[src/hw/rtl/handshake_keyword_sequencer_macros.svh]
// Assertion macros for the handshake keyword sequencer RTL.
// Uses clk_i and rst_ni from the including module; no other dependencies.
`ifndef HANDSHAKE_KEYWORD_SEQUENCER_MACROS_SVH
`define HANDSHAKE_KEYWORD_SEQUENCER_MACROS_SVH
`ifndef ASSERT_OFF
// Clocked check, disabled while reset is asserted.
`define HKS_ASSERT(lbl, prop, msg) \
  lbl: assert property (@(posedge clk_i) disable iff (!rst_ni) (prop)) else $error(msg);
// Clocked check that also holds during reset.
`define HKS_ASSERT_ALWAYS(lbl, prop, msg) \
  lbl: assert property (@(posedge clk_i) (prop)) else $error(msg);
`else
`define HKS_ASSERT(lbl, prop, msg)
`define HKS_ASSERT_ALWAYS(lbl, prop, msg)
`endif
`endif

[src/hw/rtl/hks_pkg.sv]
// Shared types, constants and keyword tables for the handshake keyword sequencer.
// No dependencies.
package hks_pkg;

  localparam int WINDOW_LEN = 7;
  localparam int KW_NUM     = 5;
  localparam int KW_MAX     = 7;

  typedef logic [7:0] byte_t;
  typedef logic [WINDOW_LEN-1:0][7:0] window_t;  // [0] is the oldest byte
  typedef logic [2:0] phase_code_t;
  typedef logic [2:0] act_code_t;

  typedef enum logic [1:0] {
    KIND_BYTE    = 2'd0,
    KIND_LOST    = 2'd1,
    KIND_CONNECT = 2'd2,
    KIND_RSVD    = 2'd3
  } kind_e;

  typedef enum logic [6:0] {
    S_INIT        = 7'b0000001,
    S_AUTH        = 7'b0000010,
    S_AUTH_STREAM = 7'b0000100,
    S_BIND        = 7'b0001000,
    S_SESSION     = 7'b0010000,
    S_READY       = 7'b0100000,
    S_WAIT        = 7'b1000000
  } phase_e;

  localparam phase_code_t PH_INIT        = 3'd0;
  localparam phase_code_t PH_AUTH        = 3'd1;
  localparam phase_code_t PH_AUTH_STREAM = 3'd2;
  localparam phase_code_t PH_BIND        = 3'd3;
  localparam phase_code_t PH_SESSION     = 3'd4;
  localparam phase_code_t PH_READY       = 3'd5;
  localparam phase_code_t PH_WAIT        = 3'd6;

  localparam act_code_t ACT_NONE    = 3'd0;
  localparam act_code_t ACT_STREAM  = 3'd1;
  localparam act_code_t ACT_AUTH    = 3'd2;
  localparam act_code_t ACT_BIND    = 3'd3;
  localparam act_code_t ACT_SESSION = 3'd4;
  localparam act_code_t ACT_READY   = 3'd5;

  // Keyword slots, one per searching phase
  localparam int KW_PLAIN   = 0;
  localparam int KW_SUCCESS = 1;
  localparam int KW_BIND    = 2;
  localparam int KW_JID     = 3;
  localparam int KW_RESULT  = 4;

  localparam int KW_LEN [KW_NUM] = '{5, 7, 4, 3, 6};

  localparam byte_t KW_TEXT [KW_NUM][KW_MAX] = '{
    '{8'h50, 8'h4C, 8'h41, 8'h49, 8'h4E, 8'h00, 8'h00},  // PLAIN
    '{8'h73, 8'h75, 8'h63, 8'h63, 8'h65, 8'h73, 8'h73},  // success
    '{8'h62, 8'h69, 8'h6E, 8'h64, 8'h00, 8'h00, 8'h00},  // bind
    '{8'h6A, 8'h69, 8'h64, 8'h00, 8'h00, 8'h00, 8'h00},  // jid
    '{8'h72, 8'h65, 8'h73, 8'h75, 8'h6C, 8'h74, 8'h00}   // result
  };

  typedef struct packed {
    phase_code_t phase;
    logic        advanced;
    act_code_t   action;
  } res_t;

  function automatic phase_code_t phase_code(phase_e ph);
    phase_code_t code;
    case (ph)
      S_INIT:        code = PH_INIT;
      S_AUTH:        code = PH_AUTH;
      S_AUTH_STREAM: code = PH_AUTH_STREAM;
      S_BIND:        code = PH_BIND;
      S_SESSION:     code = PH_SESSION;
      S_READY:       code = PH_READY;
      S_WAIT:        code = PH_WAIT;
      default:       code = PH_INIT;
    endcase
    return code;
  endfunction

  function automatic act_code_t entry_action(phase_e ph);
    act_code_t act;
    case (ph)
      S_INIT:        act = ACT_STREAM;
      S_AUTH:        act = ACT_AUTH;
      S_AUTH_STREAM: act = ACT_STREAM;
      S_BIND:        act = ACT_BIND;
      S_SESSION:     act = ACT_SESSION;
      S_READY:       act = ACT_READY;
      default:       act = ACT_NONE;
    endcase
    return act;
  endfunction

endpackage

[src/hw/rtl/hks_match.sv]
// Parallel keyword search over the receive window, all offsets at once.
// Depends on hks_pkg.
module hks_match import hks_pkg::*; (
  input  window_t           win_i,
  output logic [KW_NUM-1:0] hit_o
);

  logic [WINDOW_LEN-1:0] nz_pre;
  logic                  m;

  always_comb begin
    // nz_pre[j]: bytes 0..j are all nonzero (search stops at first zero)
    nz_pre[0] = (win_i[0] != 8'h00);
    for (int j = 1; j < WINDOW_LEN; j++) begin
      nz_pre[j] = nz_pre[j-1] && (win_i[j] != 8'h00);
    end

    hit_o = '0;
    m     = 1'b0;
    for (int p = 0; p < KW_NUM; p++) begin
      for (int s = 0; s + KW_LEN[p] <= WINDOW_LEN; s++) begin
        m = nz_pre[s + KW_LEN[p] - 1];
        for (int k = 0; k < KW_LEN[p]; k++) begin
          m = m && (win_i[s + k] == KW_TEXT[p][k]);
        end
        hit_o[p] = hit_o[p] | m;
      end
    end
  end

endmodule

[src/hw/rtl/hks_seq.sv]
// Window and phase state with next-state logic for one request per cycle while take_i is high.
// Depends on hks_pkg, hks_match and the assertion macro header.
`include "handshake_keyword_sequencer_macros.svh"

module hks_seq import hks_pkg::*; (
  input  logic  clk_i,
  input  logic  rst_ni,
  input  logic  take_i,
  input  kind_e kind_i,
  input  byte_t rx_byte_i,
  output res_t  res_o
);

  window_t           window_q, window_d, shifted;
  phase_e            phase_q, phase_d;
  logic [KW_NUM-1:0] hit;
  act_code_t         act;

  hks_match u_match (
    .win_i (shifted),
    .hit_o (hit)
  );

  always_comb begin
    shifted[WINDOW_LEN-2:0] = window_q[WINDOW_LEN-1:1];
    shifted[WINDOW_LEN-1]   = rx_byte_i;
  end

  always_comb begin
    window_d = window_q;
    phase_d  = phase_q;
    act      = ACT_NONE;
    case (kind_i)
      KIND_LOST: begin
        window_d = '0;
        phase_d  = S_WAIT;
      end
      KIND_CONNECT: begin
        window_d = '0;
        phase_d  = S_INIT;
        act      = entry_action(S_INIT);
      end
      KIND_BYTE: begin
        window_d = shifted;
        if (shifted[0] != 8'h00) begin
          case (phase_q)
            S_INIT:        if (hit[KW_PLAIN]) phase_d = S_AUTH;
            S_AUTH:        if (hit[KW_SUCCESS]) phase_d = S_AUTH_STREAM;
            S_AUTH_STREAM: if (hit[KW_BIND]) phase_d = S_BIND;
            S_BIND:        if (hit[KW_JID]) phase_d = S_SESSION;
            S_SESSION:     if (hit[KW_RESULT]) phase_d = S_READY;
            S_READY:       phase_d = S_WAIT;
            default:       phase_d = phase_q;
          endcase
          if (phase_d != phase_q) begin
            window_d = '0;
            act      = entry_action(phase_d);
          end
        end
      end
      default: ;
    endcase
  end

  always_comb begin
    res_o.phase    = phase_code(phase_d);
    res_o.advanced = (phase_d != phase_q);
    res_o.action   = act;
  end

  always_ff @(posedge clk_i or negedge rst_ni) begin
    if (!rst_ni) begin
      window_q <= '0;
      phase_q  <= S_INIT;
    end else if (take_i) begin
      window_q <= window_d;
      phase_q  <= phase_d;
    end
  end

  `HKS_ASSERT(a_lost_clears, take_i && kind_i == KIND_LOST |=> phase_q == S_WAIT && window_q == '0, "connection loss did not force wait")
  `HKS_ASSERT(a_adv_clears, take_i && kind_i == KIND_BYTE && res_o.advanced |=> window_q == '0, "window not cleared on phase change")
  `HKS_ASSERT(a_idle_holds, !take_i |=> $stable(phase_q) && $stable(window_q), "state moved without a request")
  `HKS_ASSERT(a_connect_act, take_i && kind_i == KIND_CONNECT |-> res_o.action == ACT_STREAM && res_o.phase == PH_INIT, "connect result wrong")

endmodule

[src/hw/rtl/handshake_keyword_sequencer.sv]
// Top level of the handshake keyword sequencer: input register, state, result register.
// Depends on hks_pkg, hks_seq and the assertion macro header.
//
//   channel | handshake               | payload
//   --------+-------------------------+-----------------------------
//   in      | in_valid_i / in_ready_o | kind_i, rx_byte_i
//   out     | out_valid_o/out_ready_i | phase_o, advanced_o, action_o
//
// Throughput is one request per cycle while the output is not stalled; a taken request
// passes the input register, then the result register, before its result is on the
// outputs, where it is taken at an edge with out_ready_i high.
// All keyword offsets are compared in parallel and combinationally from the input register.
// Reset (rst_ni low) clears the window, sets the phase to init and empties both registers.
// A stalled output holds its result; the input register keeps taking requests
// while it is empty or its request moves into a free or draining result register.
`include "handshake_keyword_sequencer_macros.svh"

module handshake_keyword_sequencer import hks_pkg::*; (
  input  logic        clk_i,
  input  logic        rst_ni,
  input  logic        in_valid_i,
  output logic        in_ready_o,
  input  logic [1:0]  kind_i,
  input  logic [7:0]  rx_byte_i,
  output logic        out_valid_o,
  input  logic        out_ready_i,
  output logic [2:0]  phase_o,
  output logic        advanced_o,
  output logic [2:0]  action_o
);

  logic        in_valid_q;
  kind_e       kind_q;
  byte_t       rx_byte_q;
  logic        out_valid_q;
  res_t        res_q, res_d;
  logic        advance;

  // process the held request when the result register can take it
  assign advance    = in_valid_q && (!out_valid_q || out_ready_i);
  assign in_ready_o = !in_valid_q || advance;

  hks_seq u_seq (
    .clk_i     (clk_i),
    .rst_ni    (rst_ni),
    .take_i    (advance),
    .kind_i    (kind_q),
    .rx_byte_i (rx_byte_q),
    .res_o     (res_d)
  );

  always_ff @(posedge clk_i or negedge rst_ni) begin
    if (!rst_ni) begin
      in_valid_q <= 1'b0;
    end else if (in_ready_o) begin
      in_valid_q <= in_valid_i;
    end
  end

  always_ff @(posedge clk_i) begin
    if (in_ready_o && in_valid_i) begin
      kind_q    <= kind_e'(kind_i);
      rx_byte_q <= rx_byte_i;
    end
  end

  always_ff @(posedge clk_i or negedge rst_ni) begin
    if (!rst_ni) begin
      out_valid_q <= 1'b0;
    end else if (advance) begin
      out_valid_q <= 1'b1;
    end else if (out_ready_i) begin
      out_valid_q <= 1'b0;
    end
  end

  always_ff @(posedge clk_i) begin
    if (advance) begin
      res_q <= res_d;
    end
  end

  assign out_valid_o = out_valid_q;
  assign phase_o     = res_q.phase;
  assign advanced_o  = res_q.advanced;
  assign action_o    = res_q.action;

  `HKS_ASSERT(a_adv_loads, advance |=> out_valid_q, "processed request produced no result")
  `HKS_ASSERT(a_take_loads, in_valid_i && in_ready_o |=> in_valid_q, "accepted request was dropped")
  `HKS_ASSERT(a_no_overwrite, out_valid_q && !out_ready_i |-> !advance, "pending result overwritten")
  `HKS_ASSERT_ALWAYS(a_rst_empty, !rst_ni |=> !out_valid_q && !in_valid_q, "registers not empty in reset")

endmodule
[config.mk]
export PLATFORM = sky130hd
export DESIGN_NAME = handshake_keyword_sequencer
export DESIGN_NICKNAME = d
export VERILOG_FILES = /design/src/hw/rtl/hks_pkg.sv /design/src/hw/rtl/hks_match.sv /design/src/hw/rtl/hks_seq.sv /design/src/hw/rtl/handshake_keyword_sequencer.sv
export VERILOG_INCLUDE_DIRS = /design/src /design/src/hw/rtl
export SDC_FILE = /design/constraint.sdc
export NUM_CORES = 1
export LEC_CHECK = 0
export BUFFER_PORTS_ARGS = -buffer_cell sky130_fd_sc_hd__buf_2
export CAP_MARGIN = 5
export CORE_ASPECT_RATIO = 1.4
export CORE_MARGIN = 2
export CORE_UTILIZATION = 66
export DETAILED_ROUTE_END_ITERATION = 16
export GPL_ROUTABILITY_DRIVEN = 0
export PLACE_DENSITY = 0.85
export SYNTH_ARGS = -nofsm -noshare
export SYNTH_HDL_FRONTEND = slang
export SYNTH_HIERARCHICAL = 1
export SYNTH_SLANG_ARGS = --single-unit
[constraint.sdc]
create_clock -name clk_i -period 5.1 [get_ports clk_i]
set_input_delay 0.255 -clock clk_i [delete_from_list [all_inputs] [get_ports clk_i]]
set_output_delay 0.255 -clock clk_i [all_outputs]
set_load 0.1 [all_outputs]
---- Word level (Yosys, flattened, before mapping) ----
Cells that the tools add are included.
storage, ports and cells
  logic and storage cells ................. 213
  bits in registers ....................... 74
cells by class
  mux-type cells .......................... 20
  bitwise operators ....................... 10
  reductions and logical operators ........ 90
  eq/ne operators ......................... 79
operators with widths
  operator                                       number
  == test 8 x 7 -> 1 bit, second input constant  57
  2-to-1 mux 56 bit                              2
  case mux 56 bit (2 select lines)               1
  logical AND 1 bit                              73
  2-to-1 mux 7 bit                               8
  nonzero test 8 bit                             7
  case mux 7 bit (6 select lines)                1
  == test 7 x 2 -> 1 bit, second input constant  3
  == test 7 x 3 -> 1 bit, second input constant  3
  == test 7 x 4 -> 1 bit, second input constant  3
  == test 7 x 5 -> 1 bit, second input constant  3
  == test 7 x 6 -> 1 bit, second input constant  3
  case mux 7 bit (3 select lines)                1
  case mux 3 bit (6 select lines)                1
  case mux 3 bit (5 select lines)                1
  == test 7 x 1 -> 1 bit, second input constant  2
  != test 7 bit                                  2
  bitwise OR 1 bit                               10
  == test 7 bit, second input constant           1
  2-to-1 mux 3 bit                               2
  case mux 3 bit (2 select lines)                1
  nonzero test 2 bit                             2
  OR reduction 2 bit                             2
  == test 2 x 1 -> 1 bit, second input constant  1
  other kinds (6)                                9

---- Longest topological paths before layout ----
Gate-level depths: netlist of run 1.
  word-level depth ........................ 24
  mapped depth ............................ 12

---- By module ----
Netlist of run 1, hierarchy kept.
by module, submodules not included
  module                       instances  cells each  seq. area each (um^2)  area an instance (um^2)
  hks_seq                      1          278         1377.6                 2936.6
  hks_match                    1          136         0.0                    934.6
  handshake_keyword_sequencer  1          25          560.5                  614.3

---- Least setup slack after synthesis of run 1 ----
Ideal clock, no wire load.
  path type ............................... flip-flop to flip-flop
  start point ............................. reg u_seq.window_q, in the netlist u_seq/shifted[8]
  end point ............................... reg res_q, in the netlist phase_o[2] (data pin)
  data required time ...................... 4.844 ns
  path slack .............................. 2.131 ns
  period minus slack after synthesis ...... 2.969 ns
  cell stages (with the launch flop) ...... 13
  setup time .............................. 0.256 ns
  data arrival time ....................... 2.713 ns
  buffers on the path ..................... 0
  cells stage by stage .................... dfrtp_1 -> or4_4 -> nor4b_4 -> nor4_4 -> nand3_2 -> nor3_1 -> or3b_1 -> a2111oi_0 -> a311oi_1 -> o21a_1 -> xnor2_1 -> mux2i_1 -> nor3b_1
RTL lines
  element                   line                               RTL
  start: declaration        hks_seq.sv:14                      window_t window_q, window_d, shifted;
  start signal: assignment  hks_seq.sv:76                      window_q <= window_d;
  end signal: assignment    handshake_keyword_sequencer.sv:79  res_q <= res_d;
  end: declaration          handshake_keyword_sequencer.sv:36  res_t res_q, res_d;

---- Final worst setup path of run 1 ----
  start point ............................. reg u_seq.window_q, in the netlist u_seq/shifted[8]
  end point ............................... reg u_seq.window_q, in the netlist u_seq/shifted[8]
RTL lines
  element                                                                    line                              RTL
  nonzero test 8 bit                                                         hks_match.sv:15                   nz_pre[j] = nz_pre[j-1] && (win_i[j] != 8'h00);
  logical AND 1 bit (3 in a row)                                             hks_match.sv:15
  logical AND 1 bit, on equally long branches (3 in a row)                   hks_match.sv:24, hks_match.sv:15
  bitwise OR 1 bit / logical AND 1 bit (equally long branches) (3 in a row)  hks_match.sv:26, hks_match.sv:24
  bitwise OR 1 bit *                                                         hks_match.sv:26                   hit_o[p] = hit_o[p] | m;
  net u_seq.hit[3]                                                           hks_seq.sv:16                     logic [KW_NUM-1:0] hit;
  2-to-1 mux 7 bit *                                                         hks_seq.sv:50                     S_BIND: if (hit[KW_JID]) phase_d = S_SESSION;
  case mux 7 bit (6 select lines) *                                          hks_seq.sv:46                     case (phase_q)
  2-to-1 mux 7 bit *                                                         hks_seq.sv:45                     if (shifted[0] != 8'h00) begin
  2-to-1 mux 7 bit *                                                         hks_seq.sv:33                     case (kind_i)
  != test 7 bit *                                                            hks_seq.sv:55                     if (phase_d != phase_q) begin
  2-to-1 mux 56 bit *                                                        hks_seq.sv:55
  2-to-1 mux 56 bit *                                                        hks_seq.sv:45
  case mux 56 bit (2 select lines) *                                         hks_seq.sv:33
The timed path passes the listed nets; every way through them passes the cells marked *. The select of a mux whose other input is x is not followed.
A chain may end at the register's enable or synchronous reset.

==> impl_results.md, run 1 <==
* Max_cap viols at 0
* Total grt overflow at 0
* Largest net degree at the start of global routing at 58
* Vias in the first global route at between 3000 and 4000
* Library cells used by synthesis at 81
* Post-Route Skew at between 0.015 and 0.02 ns
* ANT cells at 0
* Peak supply drop at 0.2307 mV
* Tmin final at ~3.6 ns
* Synth Cell Area at 4486 sq um
* Syn_nets at 453
* Num rows at 35
* Clock-pin slew on the worst setup and hold paths at about 0.09 ns
* Final Hold Viols at 0
* Resized cells post-CTS at 0
* Sequential area share after synthesis at between 40% and 50%
* Core Area at 6569 sq um
* Area of the multi-input gates at 2419 sq um
* Fillcell total at 478
* Final setup fails at 0
* Yosys reg bits at 74
* Iteration-0 DRC Markers at between 400 and 500
* GRT Util Overall at 34.09%
* CTS Buf Count at 9
* WP data required at ~5.4 ns
* Tightest Pin Transition at 1.202 ns
* # port buffers at 22
* Complex-gate fraction of the synthesized area at 20.59%
* R2R Path Start: u_seq/shifted[8]$_DFFE_PN0P_
* H-tree level count at 3
* CP arrival at 3.87 ns
* IO Pins at 23
* P per Cell Area at ~300 nW/um^2
* Drt drc at 0
* Syn-to-layout area delta at 7.280%
* Root buf cell: clkbuf_8
* Avg Cell Area, Syn at 10.22 sq um
* Commonest non-fill, non-tap cell in the layout: dfrtp_1
* Total routed wirelength at 12050 um
* DR WL/cell at about 23 um
* Largest family of logic cells by synthesized area: simple AND/OR/NAND/NOR gates
* Vias at about 4000
* Antenna violations before repair at 0
* Antenna-violating nets left at 0
* CP endpoint kind: flip-flop
* Most frequent cells in the layout: dfrtp_1, a22o_1, nor2_1, nand2_1, buf_2
* DP Wirelength at 8114 um
* Number of synthesized flops with an enable pin at 17
* Vias per inst at 7.637
* Synth Flop Type: dfrtp_1
* First-pass GRT wire length at 19460 um
* Initial core utilization at 68.29%
* Worst-skew pair later-pin latency at 0.35 ns
* Start point of the critical path: u_seq/shifted[8]$_DFFE_PN0P_
* CTS Hold Bufs at 0
* Die area at 7481 sq um
* Hold WS at 0.04767 ns
* Worst setup SP type: flip-flop
* Static Leak at 1.913 nW
* Reg area at about 1900 sq um
* Max Clk Rate at around 0.28 GHz
* Net count, final at 467
* Warnings from Yosys at 6
* DRT Pass-1 Iters at 7
* Die H at 101.5 um
* Hold WC Path Type: input port to async pin
* Layout cells sized above 1 at 15.94%
* Post-synth ARST share at 77.03%
* Final period util at 70.52%
* Postcts setup bufs at 0
* Post-synthesis simple-gate area fraction at around a third
* CTS tree: built
* RSZ-0062 raised after global routing: false
* Slew margin rel. at approximately a fifth
* Die Wd at 73.68 um
* Multiplexer share of the synthesized area at 0.4742%
* Clk sinks at 74
* Setup tns final at 0 ns
* Crit-path max FO at 48
* Synth Area in Adders at 0%
* Xor and xnor area share after synthesis at 0.9763%
* Clock buffer depth at 2
* Critical Setup Path Class: flip-flop to flip-flop
* Mapped Cells at 439
* Status: finished clean
* Fin. max-slew vios at 0
[cell type report]
| class | instances | area share, % |
|---|---|---|
| multi-input combinational | 337 | 50.26 |
| sequential | 74 | 40.28 |
| clock buffer | 11 | 3.172 |
| timing repair buffer | 24 | 2.600 |
| tap | 74 | 1.924 |
| clock inverter | 5 | 1.222 |
| inverter | 7 | 0.5460 |
[final timing paths]
kind                       cells past startpoint  slack, ns                            end
max                                           10       1.50   u_seq/shifted[8]$_DFFE_PN0P_
min                                            2       0.05   u_seq/phase_q[3]$_DFFE_PN0P_
max reg2reg                                   10       1.50   u_seq/shifted[8]$_DFFE_PN0P_
min reg2reg                                    1       0.53  u_seq/shifted[41]$_DFFE_PN0P_
max in group asynchronous                      2       4.57  u_seq/shifted[29]$_DFFE_PN0P_
min in group clk_i                             1       0.07            kind_q[0]$_DFFE_PP_
[synthesized netlist by cell type, drive strengths merged (2+ instances only)]
cell | instances | area, sq um
nand4 | 16 | 100.1
xnor2 | 4 | 35.03
nand4b | 8 | 70.07
and3b | 4 | 35.03
or4 | 6 | 52.55
nor2b | 13 | 81.33
o22ai | 2 | 12.51
o21ai | 15 | 78.83
nor2 | 29 | 111.4
nor3 | 15 | 96.35
clkbuf | 9 | 33.78
a221o | 2 | 20.02
nand2b | 8 | 50.05
nand2 | 28 | 105.1
and4bb | 6 | 75.07
nor4b | 8 | 91.33
a211oi | 2 | 20.02
nand3b | 2 | 27.53
dfrtp | 56 | 1401
a31oi | 3 | 18.77
a21o | 6 | 45.04
nor4 | 18 | 142.6
o211ai | 4 | 30.03
or3 | 3 | 30.03
edfxtp | 17 | 510.5
inv | 5 | 18.77
and2 | 3 | 21.27
or2 | 3 | 18.78
nor4bb | 8 | 80.08
and3 | 4 | 25.02
or3b | 3 | 26.28
a22oi | 5 | 42.54
nand3 | 20 | 105.1
o211a | 2 | 27.53
clkinv | 2 | 7.510
a22o | 50 | 446.7
nor3b | 7 | 57.55
buf | 12 | 87.58
a21oi | 14 | 77.58
[cells by family after synthesis]
kind of cell | Yosys count
mux | 2
xor+xnor | 5
simple gates | 213
compound gates | 117
flops | 74
buf+inv | 28
[through the flow]
stage / utilization, % / setup WS, ns / cell area, sq um / total power [mW] / cells
6_report: 73.26 / 1.503 / 4812 / 1.450 / 532
5_1_grt: 73.26 / 1.243 / 4812 / 1.506 / 532
4_1_cts: 73.26 / 1.547 / 4812 / 1.448 / 532
3_5_place_dp: 70.04 / 1.561 / 4601 / 0.9736 / 516
3_3_place_gp: 70.04 / 1.696 / 4601 / 0.9667 / 516
2_1_floorplan: - / 2.131 / 4486 / 0.9096 / 439
[registers in the layout (all words and copies together), names as in the netlist]
name and flops:
rx_byte_q 8, in_valid_q 1, kind_q 2, u_seq/shifted 48
phase_o 3, out_valid_o 1, action_o 3, advanced_o 1
u_seq/phase_q 7
[report_power, final]
group          internal (mW)  switching [mW]  total [mW]  leakage [nW]
Combinational         0.0919           0.180       0.271         0.866
Clock                  0.258           0.220       0.477         0.103
Sequential             0.641          0.0596       0.701         0.944
[worst max-delay path: stages (launching register included)]
cell and delay, ns:
dfrtp_1 0.44, or4_4 0.59, nor4b_4 0.28, nor4_4 0.10, nand3_2 0.10, o211ai_1 0.18
nor3b_2 0.19, o211ai_1 0.16, and2_1 0.25, a21oi_4 0.94, a22o_1 0.26
[metal layers]
layer  share of wire [%]  global-route usage [%]  vias to the layer above  wire (um)
met2                  49                   54.67                      293       5884
met1                  37                   41.40                     1907       4516
met4                 6.2                   20.14                        0        743
li1                    -                       -                     1765          -
met5                   0                       0                        -          0
met3                 7.5                   8.060                       98        900
Power figures use the tool's default switching activity.
==> inputs of run 2 (changes only) <==
Settings changed: ABC_AREA set to 1, CORE_UTILIZATION 66 to 56, PLACE_DENSITY 0.85 to 0.77.
Clock period 5.1 ns to 3.1 ns, I/O delays scaled along.
==> run 2 against run 1 <==
- non-clock buffer count is 14 higher
- sequential power up 60%
- sequential share of layout area shrank 5.4 points
- utilization fell by 8.3 points
- via count up 19%
- largest cell class unchanged
- highest routed layer unchanged
==> impl_results.md, run 2 <==
* Largest net degree at the start of global routing at 49
* Die area at 9569 sq um
* DR WL/cell at approximately 17 um
* Largest cells by area after synthesis: dfrtp_1, edfxtp_1, nand2_1
* CP arrival at between 3 and 4 ns
* # port buffers at 22
* IO Pins at 23
* Vias at 4834
* Most used routing layer: met2
* WP data required at 3.19 ns
* Library cells used by synthesis at 40
* Peak supply drop at 0.3980 mV
* Worst setup SP type: flip-flop
* Most common cell in the netlist: nand2_1
* Final Hold Viols at 0
* Iteration-0 DRC Markers at 462
* Vias in the first global route at roughly 4800
* Clock-pin slew on the worst setup and hold paths at roughly 0.060 ns
* M2 GR Usage at 55.38%
* DRT Pass-1 Iters at 5
* Die Wd at 83.25 um
* Synth top area share at between 20% and 30%
* Root buf cell: clkbuf_16
* H-tree level count at 3
* DP Wirelength at 10500 um
* GRT met1 Usage at 32.92%
* Commonest non-fill, non-tap cell in the layout: nand2_1
* Critical Setup Path Class: flip-flop to flip-flop
* Post-synth ARST share at 77.03%
* Setup ws final at 0.1379 ns
* Synth Cell Area at 4923 sq um
* Non-filler cells, final at 832
* Clk sinks at 74
* Max Clk Rate at 0.3376 GHz
* First-pass GRT wire length at 23130 um
* RSZ-0062 raised after global routing: false
* Layout cells sized above 1 at 17.61%
* Syn_nets at around 700
* Most frequent cells in the layout: nand2_1, inv_1, nor2_1
* CTS tree: built
* Clock buffer depth at 2
* Syn-to-layout area delta at 12.91%
* Crit-path max FO at 6
* Status: finished clean
* Final setup fails at 0
* Max reg flops at 48
* Fin. max-slew vios at 0
* Tightest Pin Transition at 0.6916 ns
* Max_cap viols at 0
* Number of synthesized flops with an enable pin at 17
* Num rows at 40
* Antenna violations before repair at 0
* Setup tns final at 0 ns
* Drt drc at 0
* Die H at approximately 110 um
* Core Area at 8558 sq um
* Postcts setup bufs at 0
* GRT met3 Usage at 5.312%
* Tmin final at 2.962 ns
* Hold WC Path Type: input port to flip-flop
* CTS Buf Count at 9
* Net count, final at around 740
* Warnings from Yosys at 6
* Top cells by instance count after synthesis: nand2_1, inv_1, nor2_1, dfrtp_1, nand3_1
* Reg area at 1938 sq um
* Post-Route Skew at 0.01334 ns
* GRT Util Overall at between 30 and 40%
* Area of the multi-input gates at around 2400 sq um
* Final period util at 95.55%
* Placed cell count at 805
* Mapped Cells at 684
* Slew margin rel. at 53.47%
* CP endpoint kind: flip-flop
* Worst slack at placement at 0.2859 ns
* P per Cell Area at 474.1 nW/um^2
* Yosys reg bits at 74
* Worst-skew pair later-pin latency at 0.35 ns
* Fillcell total at 746
* Total grt overflow at 0
* Avg Cell Area, Syn at 7.198 sq um
* Post-synth top area cell: dfrtp_1
* Synth Flop Type: dfrtp_1
* Static Leak at 2.357 nW
* Vias per inst at 5.810
* ANT cells at 0
* Sequential area share after synthesis at 39.36%
* Initial core utilization at 57.53%
* Antenna-violating nets left at 0
* Total routed wirelength at 14100 um
[run 2: cells by family (layout without fill, tap and decap cells)]
family	count (synthesis)	after routing	share of synthesized area, %
compound gates	79	79	12.35
simple gates	375	375	35.91
buf+inv	156	199	12.38
flops	74	74	39.36
[run 2: area by class of cell]
type                    count  share of cell area (%)
multi-input cells         454                   43.06
flip-flops and latches     74                   34.86
inverters                 145                   9.791
repair buffers             38                   4.862
clock buffers              12                   4.614
well taps                 105                   2.363
clock inverters             4                  0.4501
[run 2: timing repair]
| item | 4_1_cts | 5_1_grt |
|---|---|---|
| hold buffers | 11 | 0 |
| endpoints found under the setup margin | 0 | 4 |
| hold endpoints to repair | 29 | 0 |
| resized for setup | 0 | 3 |
[run 2: worst max-delay path, stage by stage (launching register included)]
cell and delay, ns:
dfrtp_1 0.43, inv_1 0.12, nand2_1 0.09, nor2_2 0.27, nand3_1 0.22, nor4_1 0.30, nand2_1 0.13, nor2_1 0.18
inv_1 0.06, nand2_1 0.13, o21ai_1 0.10, inv_1 0.11, nand3_1 0.09, nand2_1 0.11, nand2_1 0.07, inv_2 0.08
a21oi_1 0.04, nand3_1 0.08, nand3_1 0.09
[run 2: through the flow]
| step | area [sq um] | total power, mW | hold slack, ns | util [%] |
|---|---|---|---|---|
| 2_1_floorplan | 4923 | 1.500 | -0.1406 | - |
| 3_3_place_gp | 5157 | 1.622 | 0.1603 | 60.26 |
| 3_5_place_dp | 5157 | 1.636 | 0.1638 | 60.26 |
| 4_1_cts | 5549 | 2.634 | 0.002459 | 64.84 |
| 5_1_grt | 5559 | 2.745 | 0.01853 | 64.96 |
| 6_report | 5559 | 2.636 | 0.001891 | 64.96 |
[run 2: power breakdown]
group          switching [mW]  internal, mW
combinational           0.383         0.143
sequential             0.0575          1.06
clock                   0.408         0.585
total                   0.849          1.79
[run 2: routing by layer]
| metal | up-vias | routed length (um) |
|---|---|---|
| met2 | 250 | 7126 |
| met1 | 2212 | 5007 |
| li1 | 2284 | - |
| met4 | 0 | 1121 |
| met3 | 88 | 840 |
| met5 | - | 0 |
[run 2: final timing paths]
kind,startpoint,end,slack [ns],depth (start not counted)
worst max-delay path,u_seq/shifted[20]$_DFFE_PN0P_,phase_o[0]$_DFFE_PP_,0.14,18
worst min-delay path,in_valid_i,in_valid_q$_DFFE_PN0P_,0.002,3
worst max register to register,u_seq/shifted[20]$_DFFE_PN0P_,phase_o[0]$_DFFE_PP_,0.14,18
worst min register to register,in_valid_q$_DFFE_PN0P_,out_valid_o$_DFFE_PN0P_,0.52,2
max in group asynchronous,rst_ni,u_seq/shifted[24]$_DFFE_PN0P_,1.91,3
min in group asynchronous,rst_ni,u_seq/shifted[27]$_DFFE_PN0P_,0.33,2
